[src/sv/spfd_pkg.sv]
// Shared types and constants of the stereo ping-pong feedback delay.
package spfd_pkg;

  // Sample and configuration widths
  localparam int unsigned SAMPLE_W  = 24;
  localparam int unsigned CFG_W     = 19;
  localparam int unsigned CFG_IDX_W = 3;
  localparam int unsigned LEN_CFG_W = 19;
  localparam int unsigned FB_W      = 16;
  localparam int unsigned GAIN_W    = 17;
  localparam int unsigned PAN_W     = 17;

  // Shared multiplier bank: 18-bit signed coefficient times one sample
  localparam int unsigned NUM_MUL = 4;
  localparam int unsigned MUL_A_W = 18;
  localparam int unsigned PROD_W  = MUL_A_W + SAMPLE_W;

  // Output queue depth and the width of the transaction credit count
  localparam int unsigned OUT_DEPTH = 4;
  localparam int unsigned OUT_PTR_W = 2;
  localparam int unsigned CREDIT_W  = 3;

  // Fixed-point constants
  localparam logic [GAIN_W-1:0] GAIN_ONE = 17'd65536;
  localparam logic signed [MUL_A_W-1:0] PAN_ONE = 18'sd32768;

  // Register reset values
  localparam logic [LEN_CFG_W-1:0] DELAY_LENGTH_RST  = 19'd24000;
  localparam logic [FB_W-1:0]      FEEDBACK_GAIN_RST = 16'd32768;

  // Configuration register indexes
  typedef enum logic [CFG_IDX_W-1:0] {
    CFG_DELAY_LENGTH  = 3'd0,
    CFG_FEEDBACK_GAIN = 3'd1,
    CFG_DRY_GAIN      = 3'd2,
    CFG_WET_GAIN      = 3'd3,
    CFG_BYPASS        = 3'd4,
    CFG_PING_PONG     = 3'd5,
    CFG_PAN_AMOUNT    = 3'd6
  } cfg_idx_e;

  // One stereo sample pair
  typedef struct packed {
    logic signed [SAMPLE_W-1:0] right;
    logic signed [SAMPLE_W-1:0] left;
  } pair_t;

  // Operands of one multiplier
  typedef struct packed {
    logic signed [MUL_A_W-1:0]  a;
    logic signed [SAMPLE_W-1:0] b;
  } mul_op_t;

endpackage

[src/sv/spfd_mul_bank.sv]
// Bank of four signed multipliers shared by the two phases of each sample pair.
module spfd_mul_bank (
  input  spfd_pkg::mul_op_t                  op_i   [spfd_pkg::NUM_MUL],
  output logic signed [spfd_pkg::PROD_W-1:0] prod_o [spfd_pkg::NUM_MUL]
);

  // Extend both operands to the full product width, then multiply
  for (genvar i = 0; i < spfd_pkg::NUM_MUL; i++) begin : g_mul
    assign prod_o[i] = spfd_pkg::PROD_W'($signed(op_i[i].a))
                     * spfd_pkg::PROD_W'($signed(op_i[i].b));
  end

endmodule

[config.mk]
export PLATFORM = sky130hd
export DESIGN_NAME = spfd_mul_bank
export DESIGN_NICKNAME = d
export VERILOG_FILES = /design/src/sv/spfd_pkg.sv /design/src/sv/spfd_mul_bank.sv
export SDC_FILE = /design/constraint.sdc
export NUM_CORES = 2
export LEC_CHECK = 0
export CORE_MARGIN = 2
export CORE_UTILIZATION = 65
export DETAILED_ROUTE_END_ITERATION = 12
export DONT_BUFFER_PORTS = 1
export PLACE_DENSITY = 0.9
export RECOVER_POWER = 25
export SLEW_MARGIN = 20
export SYNTH_ARGS = -nofsm -noshare
export SYNTH_HDL_FRONTEND = slang
export SYNTH_SLANG_ARGS = --single-unit
export TNS_END_PERCENT = 20
[constraint.sdc]
create_clock -name vclk -period 9.1
set_input_delay 0.455 -clock vclk [all_inputs]
set_output_delay 0.455 -clock vclk [all_outputs]
set_load 0.01 [all_outputs]
======== Yosys cells after proc, flatten, opt, wreduce, memory -nomap -nowiden ========
Cells that the tools add are included.
W data, S select, Z words.
operators by class
  multipliers ............................. 4
operators by type and width
  kind              count
  $mul A18 B24 Y42  4
storage, ports and cells
  register bits after elaboration ......... 0
  bits of input ports ..................... 168
  output and inout bits ................... 168
  word-level logic and storage cells ...... 4

======== Longest topological paths before layout ========
  word-level depth ........................ 1
  mapped depth ............................ 25
  depth with buffers taken out ............ 24

======== Worst setup path after synthesis ========
No wires, ideal clock.
  path type ............................... in2out
  start ................................... input op_i[56] in the netlist's numbering
  end ..................................... output prod_o[83] in the netlist's numbering
  arrival time ............................ 6532 ps
  data required time ...................... 8645 ps
  slack ................................... 2113 ps
  cell stages on the path ................. 24
  path buffers ............................ 3
  cell sequence ........................... clkbuf_1 clkbuf_1 nand2_1 fa_1 inv_1 fa_1 inv_1 fa_1 inv_1 fa_1 fa_1 inv_1 fa_1 inv_1 ha_1 buf_2 nand4_1 or4b_1 o211ai_2 a21oi_2 or3_4 a21oi_2 nor4_1 a311oi_1
RTL lines
  item         line                text
  from (decl)  spfd_mul_bank.sv:3  input spfd_pkg::mul_op_t op_i [spfd_pkg::NUM_MUL],
  to (decl)    spfd_mul_bank.sv:4  output logic signed [spfd_pkg::PROD_W-1:0] prod_o [spfd_pkg::NUM_MUL]

==> flow_summary.ini <==
[status]
status = finished, final reports clean

[global_routing]
grt_pass1_wl_um = 262000
first_global_vias = 51900
grt_max_degree = 26
antenna_found_initial = 2
grt.total_usage = 0.339
gr-total-overflow = 0

[run]
cap_violations = 0

[floorplan]
fp.dieH_um = 311
floorplan.die_area_sq_um = 96900
io-pin-count = 336
rows = 112
initial_utilization = 0.657
core_region_area_sq_um = 93500
die-width_um = 311

[logic_synthesis]
synth_commonest_cells = 1,967 x sky130_fd_sc_hd__inv_1, 1,700 x sky130_fd_sc_hd__fa_1, 1,119 x sky130_fd_sc_hd__nand2_1, 597 x sky130_fd_sc_hd__and2_1, 420 x sky130_fd_sc_hd__ha_1
synth-seq-area-share = 0
synth_cell_type_count = 76
yosysMostFrequentCell = sky130_fd_sc_hd__inv_1
ys_top_cells_by_area = sky130_fd_sc_hd__fa_1 55%, sky130_fd_sc_hd__inv_1 12%, sky130_fd_sc_hd__ha_1 8.6%, sky130_fd_sc_hd__nand2_1 6.8%, sky130_fd_sc_hd__and2_1 6.1%
yosys_warning_total = 0
postSynthNetCount = 9257
synth_largest_type_area_fraction = 0.554
post-synth-top-area-cell = sky130_fd_sc_hd__fa_1
post_synth.cell_area_avg_sq_um = 8.81
syn_inst = 6969
mappedNetlistArea_sq_um = 61400

[timing]
post-route-worst-setup-slack_ns = 1.32
layout_worst_path_cycle_share = 0.854
timing_hold_violations_final = 0
final-setup-viol-count = 0
tightest_slew_ns = 0.913
max_clock_freq_mhz = 129
timing.final.max_slew_violations = 0
timing.hold.ws_ns = 1.07
rsz0062_at_grt = no
final_total_negative_setup_slack_ns = 0
timing.slew.headroom = 0.387
finalCriticalPeriod_ns = 7.78

[detailed_routing]
viasPerCell = 5.77
wl_per_cell_um = 19.9
detailroute.via_count = 45700
route.final.wire_length_um = 158000
drt.antenna.violating_nets = 0
drc = 0
drtIter0Drc = 3852
drt_pre_antenna_iters = 9

[worst_setup_path]
critPathArrivalTime_ns = 7.32
critical_path.endpoint_type = output port
cpPeakStageDelay_ns = 0.59
worst-setup-path-type = input pin to output port
crit_path_max_fo = 19
worst_ep_required_time_ns = 8.65
critical_path.n_buffers_inverters = 4
path_cells = clkinv_1, nor2_1, fa_1, fa_1, fa_1, fa_1, fa_1, inv_1, fa_1, inv_1, ha_1, inv_1, o211ai_1, nor3b_1, a2bb2oi_1, a31oi_1, o21ai_1, o41ai_1, o21ai_1, xor2_1
critical_path.slowest_cell = sky130_fd_sc_hd__a31oi_1
critPathLaunchType = input pin
crit_top_cell = sky130_fd_sc_hd__fa_1
timing.critical_path.from = op_i[83]
critical-path-top-delay-family = adder cells

[cts]
cts_hold_repair.buffers = 0
post_cts_setup_buffer_count = 0
post_cts_resize_count = 0

[finish]
synthToLayoutAreaGrowth_pct = 0.715
n_sequential_cell = 0
drive_gt1_frac = 0.00435
final_nets = 8958
layout.filler_cells = 6858
seq_area_sq_um = 0
multi_input_comb_area_sq_um = 52900
nClkBuffers = 0

[placement]
post-dp-hpwl_um = 127000
io_buffers = 0
place.gp.congestion = 0.972
pre_cts_ws_ns = 1.57

[hold_path]
hp-class = input pin to output port
hold_depth = 1
hold_path_endpoint = prod_o[126]
timing.hold.worst.start = op_i[150]
## area by class of cell
type	instances	share of cell area
inverters	1970	0.120
multi-input cells	4696	0.855
diodes	1	0.0000405
repair buffers	2	0.000243
well taps	1254	0.0254
## logic make-up after synthesis
group | synth area share
compound gates | 0.0432
xor+xnor | 0.0230
fa+ha+maj | 0.640
buf+inv | 0.139
mux | 0.000509
simple gates | 0.154
## cell usage in the layout (no fill, tap or decap), types with 30 or more instances in the layout
cell type                  instances
sky130_fd_sc_hd__a21oi_1         116
sky130_fd_sc_hd__nand2b_1         30
sky130_fd_sc_hd__inv_1          1967
sky130_fd_sc_hd__ha_1            420
sky130_fd_sc_hd__a21o_1           56
sky130_fd_sc_hd__and2_1          583
sky130_fd_sc_hd__o21ai_0          50
sky130_fd_sc_hd__fa_1           1700
sky130_fd_sc_hd__nand2_1        1119
sky130_fd_sc_hd__nor2b_1          30
sky130_fd_sc_hd__xnor2_1         120
sky130_fd_sc_hd__nor2_1          135
sky130_fd_sc_hd__xor2_1           41
## per-layer routing
layer	GRT usage	wire length [um]	vias to the layer above
met3	0.0832	19000	701
met5	0	14	-
met4	0.152	9000	2
met2	0.564	75800	2878
met1	0.421	54100	23000
li1	-	-	19200
## per-stage QoR
stage	instances	utilization	area (sq um)
final	7923	0.662	61800
after CTS	7922	0.662	61800
after global placement	7922	0.662	61800
after global routing	7923	0.662	61800
after floorplan	6969	-	61400
after detailed placement	7922	0.662	61800
## worst max path at each step
stage | end | cells after the start
finish | prod_o[82] | 20
global route | prod_o[157] | 20
CTS | prod_o[167] | 20
detailed placement | prod_o[167] | 20
global placement | prod_o[167] | 20
floorplan | prod_o[83] | 24
Power is left out: the tool's default activity adds up to more than one toggle a clock period on the data nets, which glitch-free logic cannot reach.
