--- config.mk ---
export PLATFORM = sky130hd
export DESIGN_NAME = spfd_out_fifo
export DESIGN_NICKNAME = d
export VERILOG_FILES = /design/src/sv/spfd_pkg.sv /design/src/sv/spfd_out_fifo.sv
export SDC_FILE = /design/constraint.sdc
export NUM_CORES = 1
export LEC_CHECK = 0
export ABC_AREA = 1
export BUFFER_PORTS_ARGS = -buffer_cell sky130_fd_sc_hd__buf_4
export CORE_ASPECT_RATIO = 1.4
export CORE_MARGIN = 3
export CORE_UTILIZATION = 57
export DETAILED_ROUTE_END_ITERATION = 6
export PLACE_DENSITY = 0.82
export SLEW_MARGIN = 20
export SYNTH_ARGS = -nofsm -noshare
export SYNTH_HDL_FRONTEND = slang
export SYNTH_SLANG_ARGS = --single-unit
--- constraint.sdc ---
create_clock -name clk_i -period 2.5 [get_ports clk_i]
set_clock_uncertainty 0.05 [all_clocks]
set_input_delay 0.375 -clock clk_i [delete_from_list [all_inputs] [get_ports clk_i]]
set_output_delay 0.375 -clock clk_i [all_outputs]
set_load 0.005 [all_outputs]
--- src/sv/spfd_pkg.sv ---
// Shared types and constants of the stereo ping-pong feedback delay.
package spfd_pkg;

  // Sample and configuration widths
  localparam int unsigned SAMPLE_W  = 24;
  localparam int unsigned CFG_W     = 19;
  localparam int unsigned CFG_IDX_W = 3;
  localparam int unsigned LEN_CFG_W = 19;
  localparam int unsigned FB_W      = 16;
  localparam int unsigned GAIN_W    = 17;
  localparam int unsigned PAN_W     = 17;

  // Shared multiplier bank: 18-bit signed coefficient times one sample
  localparam int unsigned NUM_MUL = 4;
  localparam int unsigned MUL_A_W = 18;
  localparam int unsigned PROD_W  = MUL_A_W + SAMPLE_W;

  // Output queue depth and the width of the transaction credit count
  localparam int unsigned OUT_DEPTH = 4;
  localparam int unsigned OUT_PTR_W = 2;
  localparam int unsigned CREDIT_W  = 3;

  // Fixed-point constants
  localparam logic [GAIN_W-1:0] GAIN_ONE = 17'd65536;
  localparam logic signed [MUL_A_W-1:0] PAN_ONE = 18'sd32768;

  // Register reset values
  localparam logic [LEN_CFG_W-1:0] DELAY_LENGTH_RST  = 19'd24000;
  localparam logic [FB_W-1:0]      FEEDBACK_GAIN_RST = 16'd32768;

  // Configuration register indexes
  typedef enum logic [CFG_IDX_W-1:0] {
    CFG_DELAY_LENGTH  = 3'd0,
    CFG_FEEDBACK_GAIN = 3'd1,
    CFG_DRY_GAIN      = 3'd2,
    CFG_WET_GAIN      = 3'd3,
    CFG_BYPASS        = 3'd4,
    CFG_PING_PONG     = 3'd5,
    CFG_PAN_AMOUNT    = 3'd6
  } cfg_idx_e;

  // One stereo sample pair
  typedef struct packed {
    logic signed [SAMPLE_W-1:0] right;
    logic signed [SAMPLE_W-1:0] left;
  } pair_t;

  // Operands of one multiplier
  typedef struct packed {
    logic signed [MUL_A_W-1:0]  a;
    logic signed [SAMPLE_W-1:0] b;
  } mul_op_t;

endpackage

--- src/sv/spfd_out_fifo.sv ---
// Small output queue that holds finished sample pairs until the sink takes them.
module spfd_out_fifo (
  input  logic            clk_i,
  input  logic            rst_ni,
  input  logic            push_i,
  input  spfd_pkg::pair_t data_i,
  output logic            valid_o,
  input  logic            ready_i,
  output spfd_pkg::pair_t data_o
);

  spfd_pkg::pair_t                      entry_q [spfd_pkg::OUT_DEPTH];
  logic [spfd_pkg::OUT_PTR_W-1:0]       wr_ptr_q, wr_ptr_d;
  logic [spfd_pkg::OUT_PTR_W-1:0]       rd_ptr_q, rd_ptr_d;
  logic [spfd_pkg::CREDIT_W-1:0]        count_q, count_d;
  logic                                 pop;

  assign valid_o = (count_q != '0);
  assign pop     = valid_o & ready_i;
  assign data_o  = entry_q[rd_ptr_q];

  // Advance pointers and occupancy
  always_comb begin
    wr_ptr_d = push_i ? wr_ptr_q + 1'b1 : wr_ptr_q;
    rd_ptr_d = pop ? rd_ptr_q + 1'b1 : rd_ptr_q;
    count_d  = count_q + spfd_pkg::CREDIT_W'(push_i) - spfd_pkg::CREDIT_W'(pop);
  end

  always_ff @(posedge clk_i or negedge rst_ni) begin
    if (!rst_ni) begin
      wr_ptr_q <= '0;
      rd_ptr_q <= '0;
      count_q  <= '0;
    end else begin
      wr_ptr_q <= wr_ptr_d;
      rd_ptr_q <= rd_ptr_d;
      count_q  <= count_d;
    end
  end

  // Store pushed pair
  always_ff @(posedge clk_i) begin
    if (push_i) begin
      entry_q[wr_ptr_q] <= data_i;
    end
  end

endmodule

# Yosys cells after proc, flatten, opt, wreduce, memory -nomap -nowiden
# Memory sizes are Yosys's and may differ from the RTL's.
# Cells that the tools add are included.
[classes]
addsub = 4
mul = 0
div_mod_pow = 0
order_cmp = 0
n_eq_ne = 0
shift = 0
muxes = 2
bitwise_logic = 1
reduce_logical = 1
[op_table]
columns = ["op", "n"]
rows = [
  ["$add 2x1->2 const B", 2],
  ["$add 3x1->3", 1],
  ["$reduce_bool 3->1", 1],
  ["$sub 3x1->3", 1],
  ["$mux 1", 2],
  ["$and 1x1->1", 1],
]
[totals]
register_bits = 7
latch_bits = 0
mem_bits_rw = 192
mem_bits_ro = 0
input_bits = 52
output_inout_bits = 49
word_cells = 12
n_memories = 1
[memory_table]
columns = ["memory", "depth", "width", "rd", "rd_ports_with_merged_regs", "write_ports", "line", "rtl"]
rows = [
  ["entry_q", 4, 48, 1, 0, 1, "spfd_out_fifo.sv:12", "spfd_pkg::pair_t entry_q [spfd_pkg::OUT_DEPTH];"],
]

# Depth between registers and ports, before layout
[depth]
depth_word = 3
depth_mapped = 11
depth_no_buf = 11

# Least setup slack after synthesis
# OpenSTA, ideal clock, no wires.
[synth_path]
path_kind = "reg2reg"
from = "register wr_ptr_q[0] (netlist bit)"
to = "memory entry_q[0][0] (netlist bit) (enable)"
setup_time_ns = 0.402
t_arrival_ns = 1.614
t_required_ns = 2.048
path_slack_ns = 0.434
path_stages_with_launch = 5
path_buffers = 0
period_less_slack_ns = 2.066
path_cell_list = "dfrtp_1 -> inv_1 -> ha_1 -> nand2_1 -> inv_1"
[synth_lines]
columns = ["element", "line", "rtl"]
rows = [
  ["start: declaration", "spfd_out_fifo.sv:13", "logic [spfd_pkg::OUT_PTR_W-1:0] wr_ptr_q, wr_ptr_d;"],
  ["start signal: assignment", "spfd_out_fifo.sv:35", "wr_ptr_q <= wr_ptr_d;"],
  ["end: declaration", "spfd_out_fifo.sv:12", ""],
]
# No word-level cell before the write port.

==> results.cfg <==
[run_status]
status = completed

[route]
viasPerCell = 5.29
avgRoutedWirePerCell_um = 16.8
ant_nets = 0
wl_um = 16100
dr.pass1.iters = 6
vias = 5059
drc_errors = 0
detail_route.iter0.violations = 320

[sta]
tightest_slew_ns = 0.564
maxSlewViolCount = 0
holdWs_ns = 0.0950
rsz0062_at_grt = no
fmax_mhz = 419
slew_headroom_pct = 62.3
layout_min_cycle_time_ns = 2.38
min_period_over_period_pct = 95.4
hold_violations = 0
tns_ns = 0
setup_violations = 0

[setup_path]
critPathKind = reg -> out
crit_path_end_kind = output pin
cp_data_required_time_ns = 2.08
start_kind = flop
worst_ep_arrival_time_ns = 1.96
crit_fanout = 34

[place]
post-place-cells = 922
placed_area_um2 = 8930
dp_hpwl_um = 9930
port_buffers = 100
gp_congestion = 0.746

[clock_network]
ctsRootBufferMaster = clkbuf_16
numCtsBuffers = 17
clock_latency_ns = 0.42
cts_tree = built
path_clk_slew_ns = 0.08
clockBufferDepth = 2
cts_sinks = 199
cts_max_level = 4

[power]
switchingPower_uw = 3830
power_density_nw_per_um2 = 1170
p_comb_share_pct = 35.3
internal-power_uw = 7300
total_power_uw = 11100
p_leak_uw = 0.00387
clkPwrFrac_pct = 23.5
p_sw_share_pct = 34.4
seq_power_share_pct = 41.2
vdd_ir_drop_max_mv = 0.834

[global_route]
track_usage_pct = 21.4
grt_pass1_wl_um = 25600
grt_pass1_vias = 5236
grt_max_degree = 64
antenna_found_initial = 0
gr-total-overflow = 0

[logic_synthesis]
yosysSeqAreaShare_pct = 74.9
synth_cells = 660
synthesis.nets = 719
yosys.area_share.simple_pct = 12.3
synthMuxAreaShare_pct = 0
synthDistinctLibCells = 18
synth_xor_area_share_pct = 0.331
synthesis.area_um2 = 7940
synth-compound-area-share_pct = 6.12
synth_seq_cells = 199
synth_top_family_by_area = simple AND/OR/NAND/NOR gates
synth_fa_ha_area_share_pct = 1.20
syn-mean-instance-area_um2 = 12.0
synth_warnings = 0

[final_layout]
fin_area_um2 = 9540
num_antenna_cells = 0
drive_above_1_share_pct = 19.6
area.growth.synth_to_final_pct = 20.2
nNetsFinal = 820
stdcell_count = 956

[floorplanning]
coreArea_um2 = 13500
rows = 50
die_w_um = 106
start_util_pct = 58.7
dieArea_um2 = 15400
io_pins = 101
dieHeight_um = 146

[job]
drv_cap = 0

[worst_hold_path]
hp-class = in -> reg
[synth_stat cells (all sizes together)]
master | n | area share [%]
buf | 24 | 1.8
clkbuf | 8 | 0.38
dfrtp | 7 | 2.2
edfxtp | 192 | 73
fa | 1 | 0.25
ha | 6 | 0.95
inv | 63 | 3.0
nand2 | 160 | 7.6
nand3 | 2 | 0.13
nor2 | 97 | 4.6
o21ai | 97 | 6.1
xnor2 | 1 | 0.11
xor2 | 2 | 0.22
[critical path, stage by stage (launching register included)]
cell and delay [ns]:
dfrtp_4 0.58, inv_2 0.20, buf_12 0.22, o21ai_0 0.28
nand2_1 0.10, buf_4 0.15
[path summary, 6_finish.rpt]
kind | from | slack (ns) | cells past startpoint | to
max | rd_ptr_q[0] | 0.12 | 5 | data_o[33]
min | data_i[39] | 0.09 | 1 | entry_q[1][39]
max reg2reg | count_q[1] | 0.32 | 11 | count_q[2]
min reg2reg | rd_ptr_q[1] | 0.46 | 2 | rd_ptr_q[1]
max in group asynchronous | rst_ni | 2.00 | 2 | rd_ptr_q[0]
min in group asynchronous | rst_ni | 0.25 | 2 | wr_ptr_q[0]
[final cells by class]
type,instances,area (um^2)
sequential,199,5940
fill,939,3980
multi-input combinational,366,1580
timing repair buffer,114,966
clock buffer,17,425
inverter,63,238
tap,182,228
clock inverter,15,155
[power by group through the flow]
stage / combinational (uW) / sequential (uW) / clock [uW]
floorplan: 2210 / 4580 / 0
finish: 3930 / 4590 / 2610
CTS: 3920 / 4620 / 2650
detailed placement: 3880 / 4690 / 0
global route: 4400 / 4640 / 2780
global placement: 3690 / 4640 / 0
[per-stage QoR]
stage | util [%] | worst slack, ns
6_report | 70.6 | 0.116
5_1_grt | 70.6 | 0.00846
3_5_place_dp | 66.1 | 0.317
4_1_cts | 70.5 | 0.0391
3_3_place_gp | 66.1 | 0.486
2_1_floorplan | - | 0.434
[cell families after synthesis]
kind of cell / Yosys count
and+or+nand+nor: 259
DFF: 199
AOI/OAI and AO/OA: 97
buffers and inverters: 95
adders and majority gates: 7
xor gates and xnor gates: 3
[sequential cells by signal (all words and copies together), names as in the netlist]
register	count
entry_q	192
rd_ptr_q	2
count_q	3
wr_ptr_q	2
[placed cells by master, fill, tap and decap left out, types with 3 or more instances in the layout]
master / netlist / final
nand2_1: 160 / 160
o21ai_0: 73 / 73
o21ai_1: 24 / 24
clkinv_8: 0 / 3
inv_2: 2 / 5
inv_1: 61 / 57
dfrtp_1: 7 / 6
buf_12: 0 / 8
clkbuf_16: 0 / 17
edfxtp_1: 192 / 192
inv_6: 0 / 5
ha_1: 6 / 6
buf_4: 1 / 103
nor2_1: 97 / 97
inv_8: 0 / 3
[routing by layer]
metal	track usage, %	share of wire [%]	vias to the layer above
met5	0	0	-
li1	-	-	2409
met1	24.1	37	2439
met2	37.4	54	174
met4	10.2	2.7	0
met3	5.81	5.7	37
[timing repair]
action                     in CTS  in global routing
hold buffers                    1                  0
resized for setup               0                  1
setup endpoints to repair       0                 15
hold endpoints to repair        7                  0
setup buffers                   0                  1
Note: power is estimated with default switching activity, not from simulation.
